`src/design/dbq_pkg.sv`:
```
// ----------------------------------------------------------------------------
// dbq_pkg
// Shared types and constants for the bounded double-ended queue.
// ----------------------------------------------------------------------------
`default_nettype none

package dbq_pkg;

    localparam int DEPTH   = 1024;
    localparam int CNT_W   = $clog2(DEPTH + 1);
    localparam int CAP_W   = 11;
    localparam int COUNT_W = 11;
    localparam int KIND_W  = 3;
    localparam int WORD_W  = 32;

    localparam logic [CAP_W-1:0] CAP_RESET = CAP_W'(1024);

    typedef logic signed [WORD_W-1:0] t_word;

    typedef enum logic [KIND_W-1:0] {
        KIND_PUSH_FRONT = 3'd0,
        KIND_PUSH_REAR  = 3'd1,
        KIND_POP_FRONT  = 3'd2,
        KIND_POP_REAR   = 3'd3,
        KIND_PEEK       = 3'd4
    } t_kind;

    typedef enum logic [1:0] {
        CELL_HOLD,
        CELL_SHIFT_UP,
        CELL_SHIFT_DOWN,
        CELL_LOAD
    } t_cell_op;

    typedef struct packed {
        logic             shift_up;
        logic             shift_down;
        logic             load;
        logic [CNT_W-1:0] load_pos;
    } t_chain_ctrl;

    typedef struct packed {
        logic               ok;
        t_word              front_value;
        t_word              rear_value;
        logic               is_empty;
        logic               is_full;
        logic [COUNT_W-1:0] count;
    } t_result;

endpackage

`default_nettype wire

```
`src/design/dbq_outq.sv`:
```
// ----------------------------------------------------------------------------
// dbq_outq
// Two-entry result buffer between the deque engine and the output channel.
// ----------------------------------------------------------------------------
`default_nettype none

module dbq_outq (
    input  wire logic             i_clk,
    input  wire logic             i_rst_n,
    input  wire logic             i_push,
    input  wire dbq_pkg::t_result i_data,
    output logic                  o_full,
    output logic                  o_valid,
    input  wire logic             i_stall,
    output dbq_pkg::t_result      o_data
);

    logic             r_v0, r_v1, n_v0, n_v1;
    dbq_pkg::t_result r_d0, r_d1, n_d0, n_d1;
    logic             w_take;

    assign w_take = r_v0 && !i_stall;

    always_comb begin
        n_v0 = r_v0;
        n_v1 = r_v1;
        n_d0 = r_d0;
        n_d1 = r_d1;
        if (w_take) begin
            n_v0 = r_v1;
            n_d0 = r_d1;
            n_v1 = 1'b0;
        end
        if (i_push) begin
            if (!n_v0) begin
                n_v0 = 1'b1;
                n_d0 = i_data;
            end else begin
                n_v1 = 1'b1;
                n_d1 = i_data;
            end
        end
    end

    always_ff @(posedge i_clk) begin
        if (!i_rst_n) begin
            r_v0 <= 1'b0;
            r_v1 <= 1'b0;
        end else begin
            r_v0 <= n_v0;
            r_v1 <= n_v1;
        end
        r_d0 <= n_d0;
        r_d1 <= n_d1;
    end

    assign o_full  = r_v1;
    assign o_valid = r_v0;
    assign o_data  = r_d0;

endmodule

`default_nettype wire

```
`config.mk`:
```
export PLATFORM = sky130hd
export DESIGN_NAME = dbq_outq
export DESIGN_NICKNAME = d
export VERILOG_FILES = /design/src/design/dbq_pkg.sv /design/src/design/dbq_outq.sv
export SDC_FILE = /design/constraint.sdc
export NUM_CORES = 1
export LEC_CHECK = 0
export ABC_CLOCK_PERIOD_IN_PS = 9100
export BUFFER_PORTS_ARGS = -buffer_cell sky130_fd_sc_hd__buf_2
export CAP_MARGIN = 20
export CORE_UTILIZATION = 30
export DETAILED_ROUTE_END_ITERATION = 6
export HOLD_SLACK_MARGIN = 0.05
export PLACE_DENSITY_LB_ADDON = 0.25
export SYNTH_ARGS = -nofsm -noshare
export SYNTH_HDL_FRONTEND = slang
export SYNTH_SLANG_ARGS = --single-unit
```
`constraint.sdc`:
```
create_clock -name i_clk -period 9.1 [get_ports i_clk]
set_clock_uncertainty 0.15 [all_clocks]
set_input_delay 0.91 -clock i_clk [delete_from_list [all_inputs] [get_ports i_clk]]
set_output_delay 0.91 -clock i_clk [all_outputs]
set_load 0.01 [all_outputs]
```
Word level (Yosys, flattened, before mapping) --
Cells that the tools add are included.
Word-level totals: bits in registers 158, output and inout port bits 80
Operators by class: mux-type cells 8, reduce and logical (&&, ||, !) cells 3
Operators with widths (count):
- 78-bit 2-to-1 mux | 3
- 1-bit 2-to-1 mux | 5
- 2-bit AND reduction | 1
- 1-bit logical AND | 1
- 1-bit zero test | 1

Logic depth before layout (Yosys ltp) --
depth after elaboration 5, mapped depth 6, gate-level depth less buffers 3

Worst setup path after synthesis --
OpenSTA, ideal clock, no wires.
kind in2reg, start point input i_stall, end point register r_d1[0] (netlist name), enable pin, library setup time 0.445 ns, arrival 2.861 ns, setup slack 5.645 ns, cell stages on the path 2, buffers on the path 0, cells stage by stage o21a_1 > and2_1
Between the ends: word-level cells in the longest chain between the ends 4
Ends and longest elaborated chain:
- from (decl) | line dbq_outq.sv:14 | input wire logic i_stall,
- 1-bit zero test | line dbq_outq.sv:22 | assign w_take = r_v0 && !i_stall;
- 1-bit logical AND | line dbq_outq.sv:22
- 1-bit 2-to-1 mux | line dbq_outq.sv:29 | if (w_take) begin
- 2-bit AND reduction (no source line)
- to (signal assigned) | line dbq_outq.sv:54 | r_d1 <= n_d1;
- to (decl) | line dbq_outq.sv:19 | dbq_pkg::t_result r_d0, r_d1, n_d0, n_d1;
No other way between the ends. A chain may end at the register's enable or synchronous reset.

==> flow_summary_export.csv <==
group,metric,value,unit
drt,routedWlPerCell,14.6,um
timing,grt_setup_unrepaired,"no",
synth,syn-instance-count,340,
grt,grt_first_pass_wirelength,17.8,mm
setup_path,endpoint_kind,"flip-flop",
pwr,netSwitchingPower,0.000420,W
setup_path,r2r_slack,6640,ps
hold_path,hold_end,"o_data[0]",
setup_path,path_max_fanout,42,
drt,post_drt_via_cell_ratio,4.28,
synth,synth_seq_area_share,66.3,%
hold_path,min-delay-start,"r_d1[0]",
synth,yosys_register_bits,158,
drt,dr.first_iter.drc_count,109,
run_status,status,"completed",
grt,grt_overflow_total,0,
synth,synth_area_per_cell,17.5,um2
synth,syn-num-nets,422,
setup_path,critPathRequiredTime,9250,ps
setup_path,r2r-start,"o_valid",
drt,drc,0,
clock_tree,clk_path_buf_depth,2,
placed_design,portBuffers,161,
clock_tree,cts.sinks,158,
clock_tree,clk_pin_slew,60,ps
floorplanning,die_area,20400,um2
synth,syn_area,5950,um2
layout,fin_util,39.1,%
synth,synthXorXnorAreaFrac,0,%
grt,track_usage,11.5,%
setup_path,start_kind,"input port",
timing,fmax,0.370,GHz
layout,drive_gt1_share,68.5,%
clock_tree,cts_max_level,4,
clock_tree,holdBufCountCts,0,
pwr,power_frac_clock,39.9,%
layout,final_cell_mix,"buf_2 (161), mux2_2 (138), dfxtp_1 (80)",
timing,finalCriticalPeriod,2700,ps
flow_run,max_cap_violations,0,
timing,max_slew.worst_pin.slew,656,ps
pwr,total_leakage_power,3.08,nW
clock_tree,cts_tree,"built",
synth,synth-adder-area-share,0,%
layout,multiInputGateArea,1900,um2
layout,register_area,3940,um2
clock_tree,cts_root_buf,"clkbuf_16",
placed_design,preCtsSetupSlack,5930,ps
floorplanning,initial_core_util,30.6,%
pwr,p_int,0.00136,W
grt,grt_pass1_vias,3512,
synth,synth-compound-area-share,0.505,%
synth,synth_top_area_share,39.4,%
clock_tree,post_cts_buffers,0,
setup_path,r2r_cells,4,
clock_tree,ctsResizeCount,0,
timing,hold_viol_final,0,
pwr,vdd_drop_max,0.114,mV
layout,area.growth.synth_to_final,27.9,%
layout,antenna_cells,0,
drt,vias,3349,
grt,antenna_found_initial,0,
pwr,sw_frac_of_total,23.6,%
timing,setup_viol,0,
pwr,pwr-share-seq,46.8,%
synth,synth_top_cell_by_area,"edfxtp_1",
drt,ant_nets,0,
synth,synth_top_family_by_area,"multiplexers",
grt,grt_max_degree,79,
drt,wirelength,11.5,mm
synth,yosysUniqueCellTypes,12,
pwr,cellPowerDensity,234,nW/um2
drt,drtPass1Iterations,3,
setup_path,worstSetupPathType,"input port to flip-flop",
synth,netlist_top_cells_area,"edfxtp_1 (39%), dfxtp_1 (27%), mux2_2 (26%)",
timing,slew-limit-headroom,56.2,%
floorplanning,die_w,143,um
clock_tree,numCtsBuffers,17,
floorplanning,num_rows,51,
hold_path,hold_path.class,"flip-flop to flip-flop",
hold_path,hold_depth,2,
timing,timing.final.crit_share,29.7,%
timing,setup_ws,6400,ps
clock_tree,clock_latency,420,ps
floorplanning,die_h,143,um
layout,final.fill_count,1837,
synth,synthMuxAreaShare,30.7,%
timing,slew_viol_final,0,
floorplanning,ioPinCount,162,
setup_path,r2r-end,"o_data[6]",
synth,ys_warn_count,0,
setup_path,crit_arrival,2850,ps
timing,fin_tns_setup,0,ps
layout,nets,587,
pwr,p_comb_share,13.3,%
floorplanning,coreArea,19500,um2
layout,final_common_cell,"buf_2",
synth,synth-simple-area-share,0.421,%
placed_design,gp_congestion,0.674,
worst max path at each step:
stage | startpoint | end | cells past startpoint
after global routing | i_stall | o_data[1] | 5
final | i_stall | o_data[6] | 5
after CTS | i_stall | o_data[38] | 5
after global placement | i_stall | o_data[0] | 5
after detailed placement | i_stall | o_data[38] | 5
after floorplan | i_stall | r_d1[0] | 2
power groups by stage:
| stage | clock (W) | combinational, W | sequential (W) |
|---|---|---|---|
| 2_1_floorplan | 0 | 0.000124 | 0.000873 |
| 3_3_place_gp | 0 | 0.000235 | 0.000847 |
| 3_5_place_dp | 0 | 0.000241 | 0.000850 |
| 4_1_cts | 0.000738 | 0.000242 | 0.000835 |
| 5_1_grt | 0.000768 | 0.000259 | 0.000841 |
| 6_report | 0.000711 | 0.000237 | 0.000833 |
critical path: stages:
cell and delay [ps]:
buf_2 100, nand2b_4 470, buf_4 640, mux2_2 410, mux2_2 260
sequential cells by signal, summed over array words and instances, names as in the netlist:
signal,flops
o_data,78
o_full,1
o_valid,1
r_d1,78
per-layer routing:
| metal | track usage (%) | vias up | routed length, um |
|---|---|---|---|
| li1 | - | 1603 | - |
| met2 | 19.6 | 99 | 5680 |
| met5 | 0 | - | 0 |
| met4 | 5.26 | 0 | 159 |
| met1 | 12.9 | 1634 | 4900 |
| met3 | 4.23 | 13 | 732 |
cell families after synthesis:
| logic type | count (synthesis) |
|---|---|
| and+or+nand+nor | 4 |
| DFF | 158 |
| AOI/OAI and AO/OA | 4 |
| muxes | 156 |
| buffers and inverters | 18 |
metrics by stage:
step / hold slack (ps) / std cells / area, um2 / power, W
6_report: 446 / 783 / 7610 / 0.00178
3_3_place_gp: 418 / 750 / 6990 / 0.00108
3_5_place_dp: 434 / 750 / 6990 / 0.00109
5_1_grt: 464 / 783 / 7610 / 0.00187
4_1_cts: 448 / 782 / 7590 / 0.00181
2_1_floorplan: 422 / 340 / 5950 / 0.000997
final cells by class:
class / instances / area share (%)
sequential: 158 / 51.8
multi-input combinational: 164 / 24.9
clock buffer: 18 / 5.77
timing repair buffer: 164 / 11.1
clock inverter: 14 / 2.06
tap: 265 / 4.36
synth_stat cells:
library cell  count
and2_1            1
a21o_1            1
o21a_1            2
dfxtp_1          80
a22oi_1           1
mux2_2          138
buf_6             6
nor2b_1           1
mux2_4           18
buf_2            12
nand2b_1          2
edfxtp_1         78
Power figures use the tool's default switching activity.
